$ cat config.mk
export PLATFORM = sky130hd
export DESIGN_NAME = line_substring_match_filter
export DESIGN_NICKNAME = d
export VERILOG_FILES = /design/src/sv/lsmf_pkg.sv /design/src/sv/lsmf_cell.sv /design/src/sv/lsmf_chain.sv /design/src/sv/line_substring_match_filter.sv
export SDC_FILE = /design/constraint.sdc
export NUM_CORES = 1
export LEC_CHECK = 0
export BUFFER_PORTS_ARGS = -buffer_cell sky130_fd_sc_hd__buf_2
export CORE_UTILIZATION = 38
export DETAILED_ROUTE_END_ITERATION = 16
export GPL_TIMING_DRIVEN = 1
export PLACE_DENSITY = 0.57
export RECOVER_POWER = 100
export SYNTH_ARGS = -nofsm -noshare
export SYNTH_HDL_FRONTEND = slang
export SYNTH_SLANG_ARGS = --single-unit
$ cat constraint.sdc
create_clock -name clk_i -period 4.2 [get_ports clk_i]
set_input_delay 0.84 -clock clk_i [delete_from_list [all_inputs] [get_ports clk_i]]
set_output_delay 0.84 -clock clk_i [all_outputs]
set_load 0.02 [all_outputs]
$ cat src/sv/lsmf_pkg.sv
// ----------------------------------------------------------------------------
// lsmf_pkg
// Shared types and constants of the line substring match filter.
// ----------------------------------------------------------------------------
package lsmf_pkg;

  // Byte that ends a line
  localparam logic [7:0] NEWLINE_BYTE = 8'd10;

  // Configuration port
  localparam int unsigned CFG_DATA_W = 64;
  localparam int unsigned CFG_IDX_W  = 3;
  localparam int unsigned PAT_LEN_W  = 6;
  localparam int unsigned PAT_WORDS  = 4;
  // Pattern bytes held in the configuration words
  localparam int unsigned PAT_STORED = 32;

  localparam logic [CFG_IDX_W-1:0] CFG_PATTERN_LEN = 3'd0;
  localparam logic [CFG_IDX_W-1:0] CFG_WORD0       = 3'd1;
  localparam logic [CFG_IDX_W-1:0] CFG_WORD1       = 3'd2;
  localparam logic [CFG_IDX_W-1:0] CFG_WORD2       = 3'd3;
  localparam logic [CFG_IDX_W-1:0] CFG_WORD3       = 3'd4;

  // Result counters and their saturation value
  localparam int unsigned          CNT_W   = 10;
  localparam logic [CNT_W-1:0]     CNT_SAT = 10'd1023;

  // Width of an effective pattern length or a cell position
  localparam int unsigned EFF_W = 7;

  typedef logic [PAT_WORDS-1:0][CFG_DATA_W-1:0] pat_words_t;

  // Top level to cell chain
  typedef struct packed {
    logic step;        // searchable byte enters the chain
    logic line_clear;  // line ends, drop all partial matches
  } search_ctrl_t;

  // Chain to each cell
  typedef struct packed {
    logic step;
    logic flush;       // line end or a full match this cycle
  } cell_ctrl_t;

endpackage

$ cat src/sv/lsmf_cell.sv
// ----------------------------------------------------------------------------
// lsmf_cell
// One cell of the match chain: holds whether pattern bytes 0..CellIdx match
// the bytes that ended at the previous searchable byte.
// ----------------------------------------------------------------------------
module lsmf_cell
  import lsmf_pkg::*;
#(
  parameter int unsigned CellIdx = 0
) (
  input  logic                 clk_i,
  input  logic                 rst_ni,
  input  cell_ctrl_t           ctrl_i,
  input  logic [7:0]           byte_i,
  input  logic [7:0]           pat_byte_i,
  input  logic                 prev_match_i,
  input  logic [EFF_W-1:0]     eff_last_i,
  output logic                 match_o,
  output logic                 tap_o
);

  logic match_q, match_d;
  logic match_new;

  // Extend the neighbour's partial match by the incoming byte
  assign match_new = prev_match_i && (byte_i == pat_byte_i);

  // Report a full match when this cell carries the last pattern byte
  assign tap_o = match_new && (EFF_W'(CellIdx) == eff_last_i);

  // Drop on flush, advance on a searchable byte, else hold
  always_comb begin
    match_d = match_q;
    if (ctrl_i.flush) begin
      match_d = 1'b0;
    end else if (ctrl_i.step) begin
      match_d = match_new;
    end
  end

  always_ff @(posedge clk_i or negedge rst_ni) begin
    if (!rst_ni) begin
      match_q <= 1'b0;
    end else begin
      match_q <= match_d;
    end
  end

  assign match_o = match_q;

endmodule

$ cat src/sv/lsmf_chain.sv
// ----------------------------------------------------------------------------
// lsmf_chain
// Row of match cells, one per pattern position; each cell hands its partial
// match to the next cell on every searchable byte.
// ----------------------------------------------------------------------------
module lsmf_chain
  import lsmf_pkg::*;
#(
  parameter int unsigned NumCells = 32
) (
  input  logic             clk_i,
  input  logic             rst_ni,
  input  search_ctrl_t     ctrl_i,
  input  logic [7:0]       byte_i,
  input  pat_words_t       pat_words_i,
  input  logic [EFF_W-1:0] eff_last_i,
  output logic             hit_o
);

  logic [NumCells-1:0] match;
  logic [NumCells-1:0] tap;
  logic                hit;
  cell_ctrl_t          cell_ctrl;

  // A full match ends the current attempt, as does the end of a line
  assign hit             = ctrl_i.step && (|tap);
  assign cell_ctrl.step  = ctrl_i.step;
  assign cell_ctrl.flush = ctrl_i.line_clear || hit;

  for (genvar j = 0; j < NumCells; j++) begin : g_cell
    logic [7:0] pat_byte;
    logic       prev_match;

    // Pattern bytes beyond the configuration words read as zero
    if (j < PAT_STORED) begin : g_pat
      assign pat_byte = pat_words_i[j / 8][8 * (j % 8) +: 8];
    end else begin : g_zero
      assign pat_byte = 8'd0;
    end

    if (j == 0) begin : g_first
      assign prev_match = 1'b1;
    end else begin : g_next
      assign prev_match = match[j-1];
    end

    lsmf_cell #(
      .CellIdx (j)
    ) u_cell (
      .clk_i        (clk_i),
      .rst_ni       (rst_ni),
      .ctrl_i       (cell_ctrl),
      .byte_i       (byte_i),
      .pat_byte_i   (pat_byte),
      .prev_match_i (prev_match),
      .eff_last_i   (eff_last_i),
      .match_o      (match[j]),
      .tap_o        (tap[j])
    );
  end

  assign hit_o = hit;

endmodule

$ cat src/sv/line_substring_match_filter.sv
// ----------------------------------------------------------------------------
// line_substring_match_filter
// Splits a byte stream into lines and counts pattern occurrences per line.
// ----------------------------------------------------------------------------
// The block takes one byte request per cycle. Ordinary bytes give no result;
// a newline or an end request gives one result, presented from the output
// register in the cycle after the request is taken. Input ready follows the
// output register: a request is taken in every cycle while that register is
// empty or being drained, so with a ready consumer the block sustains one
// byte per clock. The search is a row of PATTERN_MAX cells, each holding one
// partial match bit that moves one cell along per searchable byte, so a
// match is known in the cycle its last byte arrives. Write pattern registers
// through the plain write port while no request is in flight (not enforced).
// ----------------------------------------------------------------------------
module line_substring_match_filter
  import lsmf_pkg::*;
#(
  parameter int unsigned LINE_MAX    = 1024,
  parameter int unsigned PATTERN_MAX = 32
) (
  input  logic                  clk_i,
  input  logic                  rst_ni,
  // byte requests
  input  logic                  in_valid_i,
  output logic                  in_ready_o,
  input  logic [7:0]            data_byte_i,
  input  logic                  is_end_i,
  // line results
  output logic                  out_valid_o,
  input  logic                  out_ready_i,
  output logic                  line_valid_o,
  output logic                  line_matched_o,
  output logic [CNT_W-1:0]      match_count_o,
  output logic [CNT_W-1:0]      first_match_start_o,
  output logic [CNT_W-1:0]      stored_length_o,
  output logic                  truncated_o,
  output logic                  found_any_o,
  output logic                  stream_end_o,
  // configuration
  input  logic                  cfg_we_i,
  input  logic [CFG_IDX_W-1:0]  cfg_idx_i,
  input  logic [CFG_DATA_W-1:0] cfg_data_i
);

  localparam int unsigned LW = (LINE_MAX > 2) ? $clog2(LINE_MAX) : 1;
  localparam logic [LW-1:0] LEN_LIMIT = LW'(LINE_MAX - 1);

  // Configuration registers
  logic [PAT_LEN_W-1:0] pat_len_q, pat_len_d;
  pat_words_t           pat_words_q, pat_words_d;

  // Line state
  logic [LW-1:0]    line_len_q, line_len_d;
  logic [LW-1:0]    first_q, first_d;
  logic [CNT_W-1:0] count_q, count_d;
  logic             zero_seen_q, zero_seen_d;
  logic             ovf_q, ovf_d;
  logic             found_q, found_d;

  // Output register
  logic             out_valid_q, out_valid_d;
  logic             res_line_valid_q, res_matched_q, res_trunc_q, res_found_q, res_end_q;
  logic [CNT_W-1:0] res_count_q, res_first_q, res_len_q;
  logic             res_line_valid_d, res_matched_d, res_trunc_d, res_found_d, res_end_d;
  logic [CNT_W-1:0] res_count_d, res_first_d, res_len_d;

  logic             accept, is_nl, is_data, room, keep, hit;
  logic [EFF_W-1:0] eff, eff_last;
  search_ctrl_t     sctrl;

  // Write configuration registers
  always_comb begin
    pat_len_d   = pat_len_q;
    pat_words_d = pat_words_q;
    if (cfg_we_i) begin
      unique case (cfg_idx_i)
        CFG_PATTERN_LEN: pat_len_d      = cfg_data_i[PAT_LEN_W-1:0];
        CFG_WORD0:       pat_words_d[0] = cfg_data_i;
        CFG_WORD1:       pat_words_d[1] = cfg_data_i;
        CFG_WORD2:       pat_words_d[2] = cfg_data_i;
        CFG_WORD3:       pat_words_d[3] = cfg_data_i;
        default:         pat_len_d      = pat_len_q;
      endcase
    end
  end

  // Effective pattern length: zero reads as one, clamp at the cell count
  always_comb begin
    eff = EFF_W'(pat_len_q);
    if (pat_len_q == '0) begin
      eff = EFF_W'(1);
    end
    if (eff > EFF_W'(PATTERN_MAX)) begin
      eff = EFF_W'(PATTERN_MAX);
    end
  end
  assign eff_last = eff - EFF_W'(1);

  // Classify the request
  assign in_ready_o = !out_valid_q || out_ready_i;
  assign accept     = in_valid_i && in_ready_o;
  assign is_nl      = !is_end_i && (data_byte_i == NEWLINE_BYTE);
  assign is_data    = !is_end_i && !is_nl;
  assign room       = line_len_q < LEN_LIMIT;
  assign keep       = accept && is_data && room;

  assign sctrl.step       = keep && (data_byte_i != 8'd0) && !zero_seen_q;
  assign sctrl.line_clear = accept && !is_data;

  lsmf_chain #(
    .NumCells (PATTERN_MAX)
  ) u_chain (
    .clk_i       (clk_i),
    .rst_ni      (rst_ni),
    .ctrl_i      (sctrl),
    .byte_i      (data_byte_i),
    .pat_words_i (pat_words_q),
    .eff_last_i  (eff_last),
    .hit_o       (hit)
  );

  // Advance line state
  always_comb begin
    line_len_d  = line_len_q;
    first_d     = first_q;
    count_d     = count_q;
    zero_seen_d = zero_seen_q;
    ovf_d       = ovf_q;
    found_d     = found_q;
    if (sctrl.line_clear) begin
      line_len_d  = '0;
      first_d     = '0;
      count_d     = '0;
      zero_seen_d = 1'b0;
      ovf_d       = 1'b0;
      if (is_end_i) begin
        found_d = 1'b0;
      end else if (count_q != '0) begin
        found_d = 1'b1;
      end
    end else begin
      if (keep) begin
        line_len_d = line_len_q + LW'(1);
        if (data_byte_i == 8'd0) begin
          zero_seen_d = 1'b1;
        end
      end
      if (accept && is_data && !room) begin
        ovf_d = 1'b1;
      end
      if (hit) begin
        if (count_q == '0) begin
          first_d = LW'(32'(line_len_q) + 32'd1 - 32'(eff));
        end
        if (count_q != CNT_SAT) begin
          count_d = count_q + CNT_W'(1);
        end
      end
    end
  end

  // Build the result of a line end and hold it until taken
  always_comb begin
    out_valid_d      = out_valid_q;
    res_line_valid_d = res_line_valid_q;
    res_matched_d    = res_matched_q;
    res_count_d      = res_count_q;
    res_first_d      = res_first_q;
    res_len_d        = res_len_q;
    res_trunc_d      = res_trunc_q;
    res_found_d      = res_found_q;
    res_end_d        = res_end_q;
    if (sctrl.line_clear) begin
      out_valid_d      = 1'b1;
      res_line_valid_d = is_nl || (line_len_q != '0);
      res_matched_d    = res_line_valid_d && (count_q != '0);
      res_count_d      = res_line_valid_d ? count_q : '0;
      res_first_d      = '0;
      if (res_matched_d) begin
        res_first_d = (32'(first_q) > 32'(CNT_SAT)) ? CNT_SAT : CNT_W'(first_q);
      end
      res_len_d = '0;
      if (res_line_valid_d) begin
        res_len_d = (32'(line_len_q) > 32'(CNT_SAT)) ? CNT_SAT : CNT_W'(line_len_q);
      end
      res_trunc_d = res_line_valid_d && ovf_q;
      res_found_d = found_q || res_matched_d;
      res_end_d   = is_end_i;
    end else if (out_ready_i) begin
      out_valid_d = 1'b0;
    end
  end

  // Control and configuration registers
  always_ff @(posedge clk_i or negedge rst_ni) begin
    if (!rst_ni) begin
      pat_len_q   <= PAT_LEN_W'(1);
      pat_words_q <= '0;
      line_len_q  <= '0;
      first_q     <= '0;
      count_q     <= '0;
      zero_seen_q <= 1'b0;
      ovf_q       <= 1'b0;
      found_q     <= 1'b0;
      out_valid_q <= 1'b0;
    end else begin
      pat_len_q   <= pat_len_d;
      pat_words_q <= pat_words_d;
      line_len_q  <= line_len_d;
      first_q     <= first_d;
      count_q     <= count_d;
      zero_seen_q <= zero_seen_d;
      ovf_q       <= ovf_d;
      found_q     <= found_d;
      out_valid_q <= out_valid_d;
    end
  end

  // Result payload
  always_ff @(posedge clk_i) begin
    res_line_valid_q <= res_line_valid_d;
    res_matched_q    <= res_matched_d;
    res_count_q      <= res_count_d;
    res_first_q      <= res_first_d;
    res_len_q        <= res_len_d;
    res_trunc_q      <= res_trunc_d;
    res_found_q      <= res_found_d;
    res_end_q        <= res_end_d;
  end

  assign out_valid_o         = out_valid_q;
  assign line_valid_o        = res_line_valid_q;
  assign line_matched_o      = res_matched_q;
  assign match_count_o       = res_count_q;
  assign first_match_start_o = res_first_q;
  assign stored_length_o     = res_len_q;
  assign truncated_o         = res_trunc_q;
  assign found_any_o         = res_found_q;
  assign stream_end_o        = res_end_q;

endmodule
=== Word-level counts from Yosys, hierarchy flattened ===
Index checks and enable logic that the tools add are counted.

* $add $sub $neg: 5
* Multipliers: 0
* Div/mod/pow operators: 0
* Order comparisons: 2
* Eq/ne operators: 69
* Shifts and indexed selects: 0
* Muxes and demuxes: 81
* Bitwise operators: 0
* Reduce and logical (&&, ||, !) cells: 112

{| class="wikitable"
|+ Operators with widths
! kind !! number
|-
| equality test 8 bit || 32
|-
| equality test 5 x 7 -> 1 bit (first input constant) || 16
|-
| two-way mux 10 bit || 8
|-
| logical AND 1 bit || 75
|-
| two-way mux 1 bit || 71
|-
| equality test 4 x 7 -> 1 bit (first input constant) || 8
|-
| OR reduction 32 bit || 1
|-
| adder 10 x 1 -> 10 bit (second input constant) || 3
|-
| equality test 3 x 7 -> 1 bit (first input constant) || 4
|-
| nonzero test 10 bit || 2
|-
| AND reduction 2 bit || 9
|-
| nonzero test 2 bit || 9
|-
| equality test 2 x 7 -> 1 bit (first input constant) || 2
|-
| logical NOT 10 bit || 1
|-
| less-than comparator 10 bit (second input constant) || 1
|-
| != test 10 bit (second input constant) || 1
|-
| subtractor 10 x 7 -> 10 bit || 1
|-
| equality test 8 x 4 -> 1 bit (second input constant) || 1
|-
| logical NOT 8 bit || 1
|-
| nonzero test 8 bit || 1
|-
| equality test 1 x 7 -> 1 bit (first input constant) || 1
|-
| > comparator 7 x 6 -> 1 bit (second input constant) || 1
|-
| logical NOT 7 bit || 1
|-
| two-way mux 7 bit || 1
|-
| other kinds (9) || 18
|}

* Flip-flop bits (word level): 362
* Bits in latches: 0
* Bits in writable memories: 0
* Bits in read-only memories: 0
* Bits of input ports: 81
* Output and inout port bits: 37
* Word-level logic and storage cells: 320
* Memories kept: 0

=== Logic depth before layout (Yosys ltp) ===
* Depth after elaboration: 11
* Depth in mapped cells: 15
* Mapped depth without buffers: 14

=== Modules after synthesis ===
Synthesis repeated with hierarchy kept, for this count alone.

* Cells, all modules: 1,619
* Area, all modules: 19,781.5 µm²

{| class="wikitable"
|+ By module, submodules not included
! module !! instances !! cells each !! area an instance (µm²) !! seq. area each (µm²)
|-
| line_substring_match_filter || 1 || 892 || 13,286.5 || 8,459.4
|-
| lsmf_cell (u_chain.g_cell[11].u_cell ...) || 6 || 22 || 220.2 || 25.0
|-
| lsmf_cell (u_chain.g_cell[17].u_cell ...) || 5 || 23 || 214.0 || 25.0
|-
| lsmf_cell (u_chain.g_cell[10].u_cell ...) || 4 || 22 || 211.5 || 25.0
|-
| lsmf_cell (u_chain.g_cell[1].u_cell ...) || 4 || 23 || 211.5 || 25.0
|-
| lsmf_cell (u_chain.g_cell[15].u_cell ...) || 4 || 22 || 173.9 || 25.0
|-
| lsmf_cell (u_chain.g_cell[12].u_cell ...) || 3 || 22 || 171.4 || 25.0
|-
| lsmf_cell (u_chain.g_cell[23].u_cell ...) || 2 || 22 || 215.2 || 25.0
|-
| lsmf_cell (u_chain.g_cell[19].u_cell) || 1 || 23 || 175.2 || 25.0
|-
| lsmf_cell (u_chain.g_cell[31].u_cell) || 1 || 22 || 175.2 || 25.0
|-
| lsmf_cell (u_chain.g_cell[16].u_cell) || 1 || 22 || 168.9 || 25.0
|-
| lsmf_cell (u_chain.g_cell[0].u_cell) || 1 || 22 || 166.4 || 25.0
|-
| lsmf_chain || 1 || 13 || 86.3 || 0.0
|}

=== Least setup slack after synthesis ===
No wires, ideal clock.

* Path type: input-to-reg
* Start: input data_byte_i[0]
* End: register res_first_q[0], in the netlist first_match_start_o[0], enable pin
* Library setup time: 0.413 ns
* Data arrival time: 3.508 ns
* Data required time: 3.787 ns
* Path slack: 0.279 ns
* Cell stages on the path: 9
* Path buffers: 4
* Cells stage by stage: buf_2 > nor4_2 > nand2_1 > nor2_1 > o21ai_1 > inv_1 > buf_2 > buf_1 > buf_1

* Cells in the longest elaborated chain, start to end: 6

{| class="wikitable"
|+ RTL lines
! element !! line !! text
|-
| start: declaration || line_substring_match_filter.sv:26 || <nowiki>input logic [7:0] data_byte_i,</nowiki>
|-
| equality test 8 x 4 -> 1 bit || line_substring_match_filter.sv:102 || <nowiki>assign is_nl = !is_end_i && (data_byte_i == NEWLINE_BYTE);</nowiki>
|-
| logical AND 1 bit || line_substring_match_filter.sv:102 ||
|-
| logical NOT 1 bit || line_substring_match_filter.sv:103 || <nowiki>assign is_data = !is_end_i && !is_nl;</nowiki>
|-
| logical AND 1 bit || line_substring_match_filter.sv:103 ||
|-
| logical NOT 1 bit || line_substring_match_filter.sv:108 || <nowiki>assign sctrl.line_clear = accept && !is_data;</nowiki>
|-
| logical AND 1 bit || line_substring_match_filter.sv:108 ||
|-
| end signal: assignment || line_substring_match_filter.sv:224 || <nowiki>res_first_q <= res_first_d;</nowiki>
|-
| end: declaration || line_substring_match_filter.sv:63 || <nowiki>logic [CNT_W-1:0] res_count_q, res_first_q, res_len_q;</nowiki>
|}

No other way between the ends.
A chain may end at the register's enable or synchronous reset.

=== Worst setup path after layout ===
* Start: input data_byte_i[0]
* End: register count_q[7]

* Cells in the longest elaborated chain, start to end: 11
* Elaborated cells on any way between the ends: 112
* Classes of those cells: 33 x eq/ne; 1 x mux; 78 x reduce/logical

{| class="wikitable"
|+ RTL lines
! element !! line !! text
|-
| equality test 8 x 4 -> 1 bit || line_substring_match_filter.sv:102 ||
|-
| logical AND 1 bit || line_substring_match_filter.sv:102 ||
|-
| logical NOT 1 bit || line_substring_match_filter.sv:103 ||
|-
| logical AND 1 bit || line_substring_match_filter.sv:103 ||
|-
| logical AND 1 bit (2 in a row) || line_substring_match_filter.sv:105 || <nowiki>assign keep = accept && is_data && room;</nowiki>
|-
| logical AND 1 bit (2 in a row) || line_substring_match_filter.sv:107 || <nowiki>assign sctrl.step = keep && (data_byte_i != 8'd0) && !zero_seen_q;</nowiki>
|-
| logical AND 1 bit || lsmf_chain.sv:26 || <nowiki>assign hit = ctrl_i.step && (|tap);</nowiki>
|-
| nonzero test 2 bit (no source line) || n/a ||
|-
| AND reduction 2 bit (no source line) || n/a ||
|-
| end signal: assignment || line_substring_match_filter.sv:211 || <nowiki>count_q <= count_d;</nowiki>
|-
| end: declaration || line_substring_match_filter.sv:55 || <nowiki>logic [CNT_W-1:0] count_q, count_d;</nowiki>
|}

Parallel ways exist; a longest one is shown, timed or not.

==> impl_metrics.toml <==
[worst_setup_path]
r2r_slack_ps = 750
timing.rr.start = "pat_len_q[2]$_DFFE_PN0P_"
rr_endpoint = "first_q[7]$_DFFE_PN0P_"
critPathLaunch = "data_byte_i[0]"
cp_max_fo = 61
rr_worst_depth = 12
critPathArrivalTime_ps = 4060
critPathCaptureType = "flop"
crit_path_end = "count_q[7]$_DFFE_PN0P_"
path_class = "in -> reg"
cp-start-kind = "input port"
crit_required_ps = 4610

[grt]
grt_max_degree = 112
met3_usage_pct = 2.90
antenna_found_initial = 1
grt_use_met2_pct = 31.6
grt_pass1_vias = 11872
met1_usage_pct = 26.7
grt_remaining_overflow = 0
top_usage_layer = "met2"
grt_pass1_wl_um = 71000
track_usage_pct = 19.4

[finish]
multi_input_area_mm2 = 0.00810
synthToLayoutAreaGrowth_pct = 14.5
final_cells = 2207
antenna_cells = 0
final-seq-area_mm2 = 0.00924
n_fill_cell = 4425
design_area_mm2 = 0.0205
final_common_cell = "dfrtp_1"
post-route-util_pct = 44.1
finalNetCount = 1674
layout_common_cells = "326 x dfrtp_1, 260 x mux2_2, 173 x xnor2_1"
drive_above_1_share_pct = 28.0

[timing]
slew_violations = 321
layout_worst_path_cycle_share_pct = 86.9
worst_slew_pin_slew_ps = 3070
final_hold_viol_count = 0
whs_ps = 478
setup_viol = 0
rsz0062_at_grt = "false"
finClkSkew_ps = 18.2
setup_slack_ps = 551
fin_tns_setup_ps = 0
slew_headroom_pct = -104
fin_crit_ps = 3650
fmax_mhz = 274

[clock_tree]
clk_path_buf_depth = 3
htreeDepth = 2
ctsHoldBuffers = 0
numCtsBuffers = 42
root_buffer = "clkbuf_16"
cts_tree = "done"
path_clk_slew_ps = 60
clock_latency_ps = 560
cts_setup_buffers = 0
cts_sinks = 362
cts.repair.resized = 0

[yosys]
synth-warning-count = 0
synth_top_family_by_area = "multiplexers"
yosysSeqAreaShare_pct = 51.7
ys_ff_latch = 362
synth_cell_type_count = 67
synth_compound_area_share_pct = 3.95
synth_fa_ha_area_share_pct = 1.72
yosys.area_share.simple_pct = 9.29
synthCells = 1455
synth_area_leaders = "dfrtp_1 46%, mux2_2 16%, xnor2_1 8.5%"
muxShareOfSynthArea_pct = 17.1
yosysTopAreaCellShare_pct = 45.6
syn_area_mm2 = 0.0179
synth_ff_type = "dfrtp_1"
synth_edf_count = 35
syn-num-nets = 1560
yosysTopAreaCell = "dfrtp_1"
synth-xor-area-share_pct = 13.3
synthArstFlopShare_pct = 90.3
syn_avg_cell_area_um2 = 12.3

[job]
maxCapViolations = 5

[power_and_ir_drop]
max-vdd-ir-drop_v = 0.000297
p_total_mw = 10.5
leakagePower_nw = 8.35
p_per_area_mw_per_mm2 = 512

[routing]
drt-total-wl_um = 45300
vias = 11551
drc = 0
viasPerCell = 5.23
drt-pass1-iter-count = 5
drt-initial-drc-count = 707
antenna_left = 0
wl_per_cell_um = 20.5

[floorplan]
die_width_um = 219
rows = 79
io_pins = 118
dieArea_mm2 = 0.0479
core_area_mm2 = 0.0465
die_h_um = 219
start_util_pct = 38.5

[place]
dpl_worst_slack_ps = 292
dpl_cell_area_mm2 = 0.0193
place_congestion = 0.848
port_buffers = 117
dp_cells = 2132
dp_hpwl_um = 30400

[outcome]
violations = "capacitance limit, slew limit"
status = "complete, but fails checks"

[min_path]
hold_class = "reg -> reg"
-- cells in the mapped netlist, types with 3 or more instances --
cell,count
nor3_1,38
xor2_1,98
nand4b_1,3
o31ai_1,15
o22ai_1,4
buf_1,6
clkbuf_1,44
nand2_1,77
ha_1,23
xnor2_1,173
nor2b_1,9
o32ai_1,3
o41ai_1,3
dfrtp_1,326
a21oi_1,18
or4_1,6
buf_2,20
edfxtp_1,35
nor4_1,25
a22o_1,4
and3_1,6
nand4_1,39
and2_1,10
nand2b_1,7
a21o_1,5
o21ai_0,13
mux2_2,260
buf_6,9
mux2i_1,5
mux2_4,5
nor4b_1,3
inv_1,27
nand3_1,42
buf_4,7
o21bai_1,3
or2_2,3
nor2_1,42
-- how the worst min path moves through the flow --
stage,to,depth (start not counted),startpoint,slack (ps)
2_1_floorplan,u_chain.g_cell[12].u_cell.match_o$_DFFE_PN0P_,2,u_chain.g_cell[12].u_cell.match_o$_DFFE_PN0P_,440
3_3_place_gp,u_chain.g_cell[28].u_cell.match_o$_DFFE_PN0P_,2,u_chain.g_cell[28].u_cell.match_o$_DFFE_PN0P_,450
3_5_place_dp,u_chain.g_cell[21].u_cell.match_o$_DFFE_PN0P_,2,u_chain.g_cell[21].u_cell.match_o$_DFFE_PN0P_,460
4_1_cts,pat_words_q[40]$_DFFE_PN0P_,1,rst_ni,240
5_1_grt,u_chain.g_cell[29].u_cell.match_o$_DFFE_PN0P_,1,u_chain.g_cell[29].u_cell.match_o$_DFFE_PN0P_,490
6_report,u_chain.g_cell[21].u_cell.match_o$_DFFE_PN0P_,2,u_chain.g_cell[21].u_cell.match_o$_DFFE_PN0P_,480
-- logic make-up (layout without fill, tap and decap cells) --
logic type               Yosys count  count (layout)
buffers and inverters            113             258
AO/OA/AOI/OAI                     95              95
flip-flops                       362             362
AND/OR/NAND/NOR                  320             320
adder cells (fa/ha/maj)           24              24
XOR/XNOR                         271             271
multiplexers                     270             270
-- layout make-up --
cell class,count,share of cell area [%]
Multi-Input combinational cell,980,39.6
Inverter,27,0.495
Timing Repair Buffer,156,4.60
Clock buffer,64,6.08
Tap cell,607,3.71
Clock inverter,11,0.434
Sequential cell,362,45.1
-- power breakdown --
group / internal [mW] / total (mW) / switching, mW
Sequential: 4.22 / 4.69 / 0.473
Clock: 2.10 / 3.54 / 1.44
Combinational: 1.14 / 2.24 / 1.11
-- state kept, by name, summed over array words and instances, names as in the netlist, 6 cells and up --
name and count:
u_chain.g_cell.u_cell.match_o 31, first_match_start_o 10, first_q 10, stored_length_o 10
pat_words_q 256, match_count_o 10, count_q 10, pat_len_q 6
line_len_q 10
-- worst max-delay path: stages --
cell and delay, ps:
clkbuf_1 280, buf_12 270, nor4_1 380, nand2_1 120
nor2_1 140, o21ai_0 120, inv_1 160, buf_4 600
nor2_1 220, nor4b_2 590, a41o_1 250, a21oi_1 50
-- per-layer routing --
| metal | routed length (um) | part of all wire (%) |
|---|---|---|
| met1 | 21200 | 47 |
| met2 | 21500 | 47 |
| met3 | 1740 | 3.8 |
| met4 | 842 | 1.9 |
| met5 | 0 | 0 |
Note: power is estimated with default switching activity, not from simulation.
